### src/hdl/kct_pkg.sv
package kct_pkg;

   localparam int ENTRIES     = 16;
   localparam int KEY_BITS    = 16;
   localparam int COUNT_BITS  = 32;
   localparam int SLOT_BITS   = (ENTRIES > 1) ? $clog2(ENTRIES) : 1;
   localparam int QUEUE_DEPTH = 2;
   localparam int QPTR_BITS   = (QUEUE_DEPTH > 1) ? $clog2(QUEUE_DEPTH) : 1;
   localparam int QCNT_BITS   = $clog2(QUEUE_DEPTH + 1);

   typedef enum logic [1:0] {
      OP_ADD    = 2'd0,
      OP_REMOVE = 2'd1,
      OP_LOOKUP = 2'd2
   } opcode_type;

   typedef enum logic [1:0] {
      KIND_ADD,
      KIND_REMOVE,
      KIND_LOOKUP,
      KIND_IGNORE
   } kind_type;

   typedef enum logic [1:0] {
      ST_OK        = 2'd0,
      ST_IGNORED   = 2'd1,
      ST_FULL      = 2'd2,
      ST_SATURATED = 2'd3
   } status_type;

   typedef enum logic [1:0] {
      BK_IDLE,
      BK_MATCH,
      BK_EXEC
   } back_state_type;

   typedef struct packed {
      kind_type              kind;
      logic [KEY_BITS-1:0]   key;
      logic [COUNT_BITS-1:0] amount;
   } item_type;

   typedef struct packed {
      logic     push;
      item_type item;
   } push_type;

   typedef struct packed {
      logic     not_empty;
      item_type item;
   } head_type;

endpackage

### src/hdl/kct_front.sv
module kct_front (
   input  logic                          start,
   input  logic                          queue_full,
   input  logic [1:0]                    req_opcode,
   input  logic [kct_pkg::KEY_BITS-1:0]  req_tag_key,
   input  logic [kct_pkg::COUNT_BITS-1:0] req_amount,
   output logic                          busy,
   output kct_pkg::push_type             push
);
   import kct_pkg::*;

   kind_type kind;

   always_comb begin
      unique case (req_opcode)
         OP_ADD:    kind = KIND_ADD;
         OP_REMOVE: kind = KIND_REMOVE;
         OP_LOOKUP: kind = KIND_LOOKUP;
         default:   kind = KIND_LOOKUP;
      endcase
      if ((kind == KIND_ADD || kind == KIND_REMOVE) &&
          (req_tag_key == '0 || req_amount == '0)) begin
         kind = KIND_IGNORE;
      end
   end

   assign busy           = queue_full;
   assign push.push      = start && !queue_full;
   assign push.item.kind = kind;
   assign push.item.key  = req_tag_key;
   assign push.item.amount = req_amount;

endmodule

### src/hdl/kct_queue.sv
module kct_queue (
   input  logic              clock,
   input  logic              reset,
   input  kct_pkg::push_type push,
   input  logic              pop,
   output logic              full,
   output kct_pkg::head_type head
);
   import kct_pkg::*;

   item_type             slot_ff [QUEUE_DEPTH];
   logic [QPTR_BITS-1:0] wr_ptr_ff, wr_ptr_in;
   logic [QPTR_BITS-1:0] rd_ptr_ff, rd_ptr_in;
   logic [QCNT_BITS-1:0] count_ff, count_in;
   logic                 do_pop;

   assign do_pop = pop && (count_ff != '0);
   assign full   = (count_ff == QCNT_BITS'(QUEUE_DEPTH));

   always_comb begin
      wr_ptr_in = wr_ptr_ff;
      rd_ptr_in = rd_ptr_ff;
      count_in  = count_ff;
      if (push.push) begin
         wr_ptr_in = (wr_ptr_ff == QPTR_BITS'(QUEUE_DEPTH - 1)) ? '0 : wr_ptr_ff + 1'b1;
      end
      if (do_pop) begin
         rd_ptr_in = (rd_ptr_ff == QPTR_BITS'(QUEUE_DEPTH - 1)) ? '0 : rd_ptr_ff + 1'b1;
      end
      if (push.push && !do_pop) begin
         count_in = count_ff + 1'b1;
      end else if (!push.push && do_pop) begin
         count_in = count_ff - 1'b1;
      end
   end

   always_ff @(posedge clock) begin
      if (reset) begin
         wr_ptr_ff <= '0;
         rd_ptr_ff <= '0;
         count_ff  <= '0;
      end else begin
         wr_ptr_ff <= wr_ptr_in;
         rd_ptr_ff <= rd_ptr_in;
         count_ff  <= count_in;
      end
   end

   always_ff @(posedge clock) begin
      if (push.push) begin
         slot_ff[wr_ptr_ff] <= push.item;
      end
   end

   assign head.not_empty = (count_ff != '0);
   assign head.item      = slot_ff[rd_ptr_ff];

endmodule

### src/hdl/kct_back.sv
module kct_back (
   input  logic                           clock,
   input  logic                           reset,
   input  kct_pkg::head_type              head,
   output logic                           pop,
   output logic                           rsp_valid,
   output logic [kct_pkg::COUNT_BITS-1:0] rsp_count_after,
   output logic                           rsp_key_present,
   output logic                           rsp_changed,
   output logic [1:0]                     rsp_status
);
   import kct_pkg::*;

   back_state_type state_ff, state_in;
   item_type       item_ff;

   logic [ENTRIES-1:0]    valid_ff;
   logic [KEY_BITS-1:0]   key_ff   [ENTRIES];
   logic [COUNT_BITS-1:0] count_ff [ENTRIES];

   logic                  hit, free_ok;
   logic [SLOT_BITS-1:0]  hit_slot, free_slot;
   logic                  hit_ff, free_ok_ff;
   logic [SLOT_BITS-1:0]  hit_slot_ff, free_slot_ff;
   logic [COUNT_BITS-1:0] old_ff;

   logic                  exec;
   logic [COUNT_BITS:0]   sum;
   logic [COUNT_BITS-1:0] new_count;
   logic                  write_count, write_new, clear_valid;
   logic [COUNT_BITS-1:0] out_count;
   logic                  out_present, out_changed;
   status_type            out_status;

   logic                  rsp_valid_ff;
   logic [COUNT_BITS-1:0] rsp_count_ff;
   logic                  rsp_present_ff, rsp_changed_ff;
   status_type            rsp_status_ff;

   always_comb begin
      state_in = state_ff;
      unique case (state_ff)
         BK_IDLE:  if (head.not_empty) state_in = BK_MATCH;
         BK_MATCH: state_in = BK_EXEC;
         BK_EXEC:  state_in = head.not_empty ? BK_MATCH : BK_IDLE;
         default:  state_in = BK_IDLE;
      endcase
   end

   always_comb begin
      pop  = 1'b0;
      exec = 1'b0;
      unique case (state_ff)
         BK_IDLE:  pop = head.not_empty;
         BK_MATCH: pop = 1'b0;
         BK_EXEC: begin
            pop  = head.not_empty;
            exec = 1'b1;
         end
         default: pop = 1'b0;
      endcase
   end

   always_ff @(posedge clock) begin
      if (reset) begin
         state_ff <= BK_IDLE;
      end else begin
         state_ff <= state_in;
      end
   end

   always_ff @(posedge clock) begin
      if (pop) begin
         item_ff <= head.item;
      end
   end

   // The lowest valid slot with an equal key wins; key zero is never stored.
   always_comb begin
      hit       = 1'b0;
      hit_slot  = '0;
      free_ok   = 1'b0;
      free_slot = '0;
      for (int i = ENTRIES - 1; i >= 0; i--) begin
         if (valid_ff[i] && key_ff[i] == item_ff.key) begin
            hit      = 1'b1;
            hit_slot = SLOT_BITS'(i);
         end
         if (!valid_ff[i]) begin
            free_ok   = 1'b1;
            free_slot = SLOT_BITS'(i);
         end
      end
   end

   always_ff @(posedge clock) begin
      if (state_ff == BK_MATCH) begin
         hit_ff       <= hit;
         hit_slot_ff  <= hit_slot;
         free_ok_ff   <= free_ok;
         free_slot_ff <= free_slot;
         old_ff       <= count_ff[hit_slot];
      end
   end

   always_comb begin
      sum         = {1'b0, old_ff} + {1'b0, item_ff.amount};
      new_count   = old_ff;
      write_count = 1'b0;
      write_new   = 1'b0;
      clear_valid = 1'b0;
      out_count   = '0;
      out_present = 1'b0;
      out_changed = 1'b0;
      out_status  = ST_OK;
      unique case (item_ff.kind)
         KIND_IGNORE: begin
            out_status  = ST_IGNORED;
            out_present = hit_ff;
            out_count   = hit_ff ? old_ff : '0;
         end
         KIND_ADD: begin
            if (hit_ff) begin
               if (sum[COUNT_BITS]) begin
                  new_count  = '1;
                  out_status = ST_SATURATED;
               end else begin
                  new_count = sum[COUNT_BITS-1:0];
               end
               write_count = 1'b1;
               out_count   = new_count;
               out_present = 1'b1;
               out_changed = (new_count != old_ff);
            end else if (free_ok_ff) begin
               write_new   = 1'b1;
               out_count   = item_ff.amount;
               out_present = 1'b1;
               out_changed = 1'b1;
            end else begin
               out_status = ST_FULL;
            end
         end
         KIND_REMOVE: begin
            if (hit_ff) begin
               out_changed = 1'b1;
               if (old_ff <= item_ff.amount) begin
                  clear_valid = 1'b1;
               end else begin
                  new_count   = old_ff - item_ff.amount;
                  write_count = 1'b1;
                  out_count   = new_count;
                  out_present = 1'b1;
               end
            end
         end
         KIND_LOOKUP: begin
            out_present = hit_ff;
            out_count   = hit_ff ? old_ff : '0;
         end
         default: out_status = ST_OK;
      endcase
   end

   always_ff @(posedge clock) begin
      if (reset) begin
         valid_ff <= '0;
      end else if (exec) begin
         if (write_new) begin
            valid_ff[free_slot_ff] <= 1'b1;
         end else if (clear_valid) begin
            valid_ff[hit_slot_ff] <= 1'b0;
         end
      end
   end

   always_ff @(posedge clock) begin
      if (exec) begin
         if (write_new) begin
            key_ff[free_slot_ff]   <= item_ff.key;
            count_ff[free_slot_ff] <= item_ff.amount;
         end else if (write_count) begin
            count_ff[hit_slot_ff] <= new_count;
         end
      end
   end

   always_ff @(posedge clock) begin
      if (reset) begin
         rsp_valid_ff <= 1'b0;
      end else begin
         rsp_valid_ff <= exec;
      end
   end

   always_ff @(posedge clock) begin
      if (exec) begin
         rsp_count_ff   <= out_count;
         rsp_present_ff <= out_present;
         rsp_changed_ff <= out_changed;
         rsp_status_ff  <= out_status;
      end
   end

   assign rsp_valid       = rsp_valid_ff;
   assign rsp_count_after = rsp_count_ff;
   assign rsp_key_present = rsp_present_ff;
   assign rsp_changed     = rsp_changed_ff;
   assign rsp_status      = rsp_status_ff;

endmodule

### src/hdl/keyed_counter_table.sv
// Associative table of key/count pairs with add, remove and lookup requests.
// A request beat is taken when start is high and busy is low, and lands in a
// two-entry queue; busy is high only while that queue is full. The back end
// takes each request through a match state, for the parallel key match over
// all table slots, and then an exec state, for the read-modify-write of the
// matched or free slot; a waiting request is popped in the exec state of the
// current one, and the result is registered out of the exec state. Each result
// beat is shown for exactly one cycle with rsp_valid high and cannot be held
// off. Only valid marks are cleared at reset, so the table is usable at once.
module keyed_counter_table (
   input  logic                           clock,
   input  logic                           reset,
   input  logic                           start,
   output logic                           busy,
   input  logic [1:0]                     req_opcode,
   input  logic [kct_pkg::KEY_BITS-1:0]   req_tag_key,
   input  logic [kct_pkg::COUNT_BITS-1:0] req_amount,
   output logic                           rsp_valid,
   output logic [kct_pkg::COUNT_BITS-1:0] rsp_count_after,
   output logic                           rsp_key_present,
   output logic                           rsp_changed,
   output logic [1:0]                     rsp_status
);
   import kct_pkg::*;

   push_type push;
   head_type head;
   logic     queue_full;
   logic     pop;

   kct_front u_front (
      .start       (start),
      .queue_full  (queue_full),
      .req_opcode  (req_opcode),
      .req_tag_key (req_tag_key),
      .req_amount  (req_amount),
      .busy        (busy),
      .push        (push)
   );

   kct_queue u_queue (
      .clock (clock),
      .reset (reset),
      .push  (push),
      .pop   (pop),
      .full  (queue_full),
      .head  (head)
   );

   kct_back u_back (
      .clock           (clock),
      .reset           (reset),
      .head            (head),
      .pop             (pop),
      .rsp_valid       (rsp_valid),
      .rsp_count_after (rsp_count_after),
      .rsp_key_present (rsp_key_present),
      .rsp_changed     (rsp_changed),
      .rsp_status      (rsp_status)
   );

endmodule
### config.mk
export PLATFORM = sky130hd
export DESIGN_NAME = keyed_counter_table
export DESIGN_NICKNAME = d
export VERILOG_FILES = /design/src/hdl/kct_pkg.sv /design/src/hdl/kct_front.sv /design/src/hdl/kct_queue.sv /design/src/hdl/kct_back.sv /design/src/hdl/keyed_counter_table.sv
export SDC_FILE = /design/constraint.sdc
export NUM_CORES = 2
export LEC_CHECK = 0
export BUFFER_PORTS_ARGS = -buffer_cell sky130_fd_sc_hd__buf_2
export CORE_MARGIN = 2
export CORE_UTILIZATION = 68
export CTS_BUF_LIST = sky130_fd_sc_hd__clkbuf_16
export CTS_CLUSTER_DIAMETER = 150
export DETAILED_ROUTE_END_ITERATION = 7
export HOLD_SLACK_MARGIN = 0.02
export PLACE_DENSITY = 0.87
export SLEW_MARGIN = 20
export SYNTH_ARGS = -nofsm -noshare
export SYNTH_HDL_FRONTEND = slang
export SYNTH_SLANG_ARGS = --single-unit
export TNS_END_PERCENT = 1
### constraint.sdc
create_clock -name clock -period 11.7 [get_ports clock]
set_input_delay 0.585 -clock clock [delete_from_list [all_inputs] [get_ports clock]]
set_output_delay 0.585 -clock clock [all_outputs]
set_load 0.005 [all_outputs]
======== Yosys cells after proc, flatten, opt, wreduce, memory -nomap -nowiden ========
Memory sizes are Yosys's and may differ from the RTL's. A register that Yosys moved wholly into a read port is not among the register bits.
Index checks and enable logic that the tools add are counted.
cells by class
  bitwise logic cells ..................... 3
  $add $sub $neg .......................... 6
  $lt $le $gt $ge ......................... 5
  mux-type cells .......................... 93
  equality and inequality tests ........... 26
  reductions and logical operators ........ 46
operators with widths
  operator                                                              number
  32-bit 2-to-1 mux                                                     12
  16-bit equality test                                                  16
  4-bit 2-to-1 mux                                                      25
  32-bit one-hot mux with 3 select lines                                1
  32-bit one-hot mux with 2 select lines                                1
  32-bit by 32-bit adder with 33-bit output                             1
  32-bit less-or-equal comparator                                       1
  32-bit zero test                                                      1
  16-bit 2-to-1 mux                                                     2
  32-bit != test                                                        1
  32-bit OR reduction                                                   1
  32-bit subtractor                                                     1
  1-bit 2-to-1 mux                                                      31
  1-bit logical AND                                                     23
  2-bit 2-to-1 mux                                                      9
  16-bit AND                                                            1
  16-bit zero test                                                      1
  16-bit inverter                                                       1
  16-bit bitwise OR                                                     1
  15-bit AND reduction                                                  1
  15-bit OR reduction                                                   1
  3-bit 2-to-1 mux                                                      4
  4-bit by 5-bit < comparator with 1-bit output, second input constant  2
  1-bit demux with 4-bit select                                         2
  other kinds (19)                                                      39
word-level totals
  register bits after elaboration ......... 69
  output and inout port bits .............. 38
  input port bits ......................... 53
  bits in writable memories ............... 868
  memories kept ........................... 3
memory list
  memory           words  bits a word  rd ports  clocked after Yosys merged registers in  write ports  RTL line         text
  u_back.count_ff  16     32           1         1                                        1            kct_back.sv:19   logic [COUNT_BITS-1:0] count_ff [ENTRIES];
  u_back.key_ff    16     16           16        0                                        1            kct_back.sv:18   logic [KEY_BITS-1:0] key_ff [ENTRIES];
  u_queue.slot_ff  2      50           1         1                                        1            kct_queue.sv:11  item_type slot_ff [QUEUE_DEPTH];

======== Depth between registers and ports, before layout ========
An unclocked memory read counts as a cell.
  depth in word-level cells ............... 19
  depth in mapped cells ................... 18

======== Hierarchy ========
A second synthesis with hierarchy kept.
second synthesis, totals
  cell total of the unflattened synthesis .. 3577
  area total of the unflattened synthesis .. 47946.0 um2
by module, submodules not included
  module     area an instance (um2)  cells each  instances
  kct_back   43635.6                 3329        1
  kct_queue  3807.4                  178         1
  kct_front  503.0                   70          1

======== Least setup slack after synthesis ========
OpenSTA, ideal clock, no wires.
  path kind ............................... register -> register
  start ................................... reg u_back.old_ff[10] (read register of u_back.count_ff)
  end ..................................... mem u_back.count_ff[3][0] (enable)
  arrival time ............................ 5.134 ns
  data required time ...................... 11.230 ns
  buffers on the path ..................... 3
  setup slack ............................. 6.096 ns
  clock period less this slack ............ 5.604 ns
  library setup time ...................... 0.470 ns
  cell stages (with the launch flop) ...... 14
  cells stage by stage .................... edfxtp_1 ha_1 clkbuf_1 nand3_1 nor2_1 a21oi_1 nor2_1 a221oi_1 o211ai_1 and2_1 buf_2 o21ai_1 clkbuf_1 o31ai_1
between the ends
  cells in the longest elaborated chain, start to end .. 10
  elaborated cells on any way between the ends .. 11
ends and longest elaborated chain
  item                                                            RTL line         text
  start: declaration                                              kct_back.sv:25   logic [COUNT_BITS-1:0] old_ff;
  32-bit less-or-equal comparator (*)                             kct_back.sv:146  if (old_ff <= item_ff.amount) begin
  1-bit 2-to-1 mux (*)                                            kct_back.sv:146
  1-bit 2-to-1 mux (*)                                            kct_back.sv:144  if (hit_ff) begin
  1-bit one-hot mux with 2 select lines (*)                       kct_back.sv:116  unique case (item_ff.kind)
  1-bit 2-to-1 mux (*)                                            kct_back.sv:181  end else if (write_count) begin
  1-bit 2-to-1 mux (*)                                            kct_back.sv:178  if (write_new) begin
  1-bit 2-to-1 mux (*)                                            kct_back.sv:177  if (exec) begin
  1-bit 2-to-1 mux (implied by the code) (*)                      kct_back.sv:182  count_ff[hit_slot_ff] <= new_count;
  32-bit OR reduction (no line)                                   -
  4-bit 2-to-1 mux (no line) or 1-bit 2-to-1 mux (tied branches)  -
  end: declaration                                                kct_back.sv:19
Mark *: on every way between the ends. The rest lies on a longest branch, timed or not.

======== Final worst setup path ========
  start ................................... reg, netlist name u_back.item_ff[47]
  end ..................................... reg u_back.old_ff[3] (read register of u_back.count_ff) (data pin)
between the ends
  cells in the longest elaborated chain, start to end .. 18
  elaborated cells on any way between the ends .. 48
ends and longest elaborated chain
  item                             RTL line        text
  16-bit equality test             kct_back.sv:85  if (valid_ff[i] && key_ff[i] == item_ff.key) begin
  1-bit logical AND                kct_back.sv:85
  4-bit 2-to-1 mux (15 in series)  kct_back.sv:85
  4-bit 2-to-1 mux (*)             kct_back.sv:85
Marks and branches as above.
A chain may end at the register's enable or synchronous reset.

==> results list <==
* Post-layout nets: 4085
- Hold path startpoint: req_amount[2]
* Via count of the first global-routing pass: 35.0k
- Clock buffers created by TritonCTS: 99
* RePlAce Congestion: 0.999
- Buffers placed on the I/O ports in this run total 90.
- Top cells by area in the synthesized netlist: edfxtp_1 60%, mux2i_1 5.0%, nand2_1 2.9%
- Placed Cells: 4818
* Share of the synthesized area in the top cell type: 0.601
* Result of the run: finished with violations
- The die is 275 um wide.
- For met2 alone, demand over resource in global routing was 0.604.
- The cell sitting at the root of the clock tree is a clkbuf_16.
- After technology mapping, the gate count stands at 3906.
- Clock insertion delay at the later pin of the skew report: 710 ps
- Fraction of the yosys area taken by sequential cells: 0.610
- Post-route DRC violation count: 1
- TritonCTS built the clock tree.
- Area leader, netlist: edfxtp_1
* Setup Skew: 75.4 ps
- Of the cells placed in the final design, the portion with a size suffix greater than 1 is 0.118.
- The total count of hold-check failures in the final report is 0.
- The clock passes through at most 3 buffers.
- Mean Syn Cell Area: 12.7 um2
- Most frequent cells after synthesis: 996 x edfxtp_1, 391 x nand2_1, 251 x mux2i_1
* Cell area after synthesis: 0.0498 mm2
- Relative to the synthesized area, the layout overhead comes to 9.65%.
* Clock slew at reported path FFs: 60 ps
- The first global-routing pass estimated 211000 um of wire.
* Total die area: 0.0754 mm2
- Post-cts gate resize count: 0
- For the pin with the worst max-slew slack, the measured transition is 1160 ps.
- Final min period: 6100 ps
- Synthesis inferred 1019 register bits.
- Row Count: 99
- Max VDD drop: 233 uV
* Detailed-route vias per instance: 7.11
* Count leader, synth: edfxtp_1
- Leaving out filler cells and counting taps, the final layout contains 5001.
* Max Cap Violations: 0
- DRT Pass-1 Iters: 8
* Total number of vias: 35.6k
* Startpoint of the worst register-to-register path: u_back.item_ff[47]
* Post-synth ARST share: 0
- The H-tree was split into 3 levels.
* Violated checks: design-rule violations
* Number of flops mapped to enable cells by yosys: 996
- First-iteration detailed-routing DRC count: 5315
- For the final routed database, the setup TNS stands at 0 ps.
- Post-route antenna net violation count: 0
- Met3 usage in global routing: 0.0624
- Hold_buf cts: 0
* Critical-path maximum fanout: 96
- 0 antenna diodes ended up in the layout.
- Placeable core region: 0.0727 mm2
- Synthesis produced a netlist with a net count of 4030.
* Critical path class: reg2reg
- Worst hold slack: 103 ps
- Signal arrival time at the worst endpoint: 6650 ps
- Number of post-CTS setup repair buffers: 0
* Final period util: 0.522
* Synth cell types: 92
* Worst relative slew slack: 0.224
* Routed wire length: 142000 um
- Timing would allow up to 0.164 GHz.
* Placed wire-length estimate after detailed placement: 85000 um
* Unrepaired setup endpoints after global routing: false
* Crit. Startpoint: u_back.item_ff[47]
* Final setup vio count: 0
- met2 is the most crowded layer.
- STA classifies the critical path startpoint as a flop.
* Global routing usage on met1: 0.491
* Starting density of the core: 0.684
- Pin count of the biggest net entering global routing: 97
- For this design the top-level I/O count stands at 91.
- The number of antenna violations at the first check in global routing is 2.
- Die Span Y: 275 um
- WL per Instance: 28.4 um
* Leakage component of the power: 18.6 nW
* Global-route total usage across every layer: 0.375
* Number of clock sinks: 1019
- Data on the critical path is required at its endpoint by 12250 ps.
- Power spread over the standard cell area amounts to 221 mW/mm2.
- The min-delay analysis places its worst path in the category in2reg.
* Number of warnings issued by yosys: 0
- Summed over all layers, the global routing overflow is 0.
* Setup crit end kind: flop
- Number of pins exceeding their max-slew limit in the final report: 0
- Among all flip-flop cells after synthesis, the most frequent one is edfxtp_1.
## through the flow
stage / worst slack, ps / cell area, um2 / utilization / total power, mW
final: 5600 / 54600 / 0.750 / 12.1
after global routing: 5340 / 54600 / 0.750 / 12.5
after CTS: 5680 / 54500 / 0.750 / 11.9
after detailed placement: 5840 / 51400 / 0.707 / 8.85
after global placement: 5940 / 51400 / 0.706 / 8.77
after floorplan: 6100 / 49800 / - / 7.52
## report_power, final
part / total, mW / switching (mW) / internal [mW] / leakage [nW]
sequential: 4.90 / 0.209 / 4.69 / 9.21
clock: 3.10 / 1.41 / 1.69 / 1.60
combinational: 4.08 / 2.82 / 1.26 / 7.77
## critical path, stage by stage, from the launching register on
cell and delay (ps):
edfxtp_1 330, buf_4 470, xnor2_1 250, nor4b_1 480, nand4b_1 300, nor2_1 220, o211ai_1 220, a311oi_4 310
buf_12 510, o21a_4 870, buf_4 790, mux2i_1 230, mux2_2 320, a21oi_1 190, o221a_1 230
## kinds of logic (layout without fill, tap and decap cells)
logic type                 count (synthesis)  in the layout  share of synthesized area
DFF                                     1019           1019                      0.610
AOI/OAI and AO/OA                        807            807                      0.113
adders and majority gates                 71             71                     0.0182
xor gates and xnor gates                 329            329                     0.0585
and+or+nand+nor                          993            993                     0.0995
buffers and inverters                    353            489                     0.0314
muxes                                    334            334                     0.0693
## layer usage
layer	routed length (um)	up-vias
met3	16000	480
met2	66900	2717
met5	0	-
li1	-	15100
met4	7830	0
met1	51300	17300
## layout by cell type (no fill, tap or decap), types with 15 or more instances in the layout
cell type,count
edfxtp_1,996
o31ai_1,30
a21oi_1,192
a21o_1,20
a221oi_1,141
o221a_1,15
clkinv_1,31
xor2_1,165
and2_1,19
a22oi_1,16
mux2i_1,251
nand2b_1,18
mux2_2,73
buf_4,98
a211o_1,17
a211oi_1,49
inv_1,131
o22ai_1,20
nor4b_1,23
or4_1,26
nand4_1,67
o21bai_1,16
nand3_1,36
nand2_1,390
and2_0,17
o211ai_1,42
o211a_1,16
clkbuf_16,99
nor2_1,166
xnor2_1,162
o21ai_0,106
buf_2,90
a31oi_1,28
nor4_1,72
ha_1,68
nor2b_1,22
nor3_1,43
dfxtp_1,22
## cell type report
class / instances / area, um2
clock buffers: 99 / 2480
fillers: 4344 / 18200
repair buffers: 191 / 1230
inverters: 116 / 435
flip-flops and latches: 1019 / 30400
multi-input cells: 2534 / 18200
clock inverters: 83 / 659
well taps: 959 / 1200
## final timing paths
path	cells after the start	end	slack, ps
worst max-delay path	14	u_back.old_ff[3]	5600
worst max register to register	14	u_back.old_ff[3]	5600
worst min-delay path	1	u_queue.slot_ff[1][2]	100
worst min register to register	1	u_back.item_ff[23]	540
## state kept, by name (all words and copies together) (netlist names), 2 cells and up
register,cells
u_back.count_ff,512
u_back.key_ff,256
u_queue.slot_ff,100
u_back.item_ff,50
u_back.old_ff,32
u_back.rsp_count_after,32
u_back.valid_ff,16
u_back.free_slot_ff,4
u_back.hit_slot_ff,4
u_back.rsp_status,2
u_back.state_ff,2
u_queue.count_ff,2
Note: power is estimated with default switching activity, not from simulation.
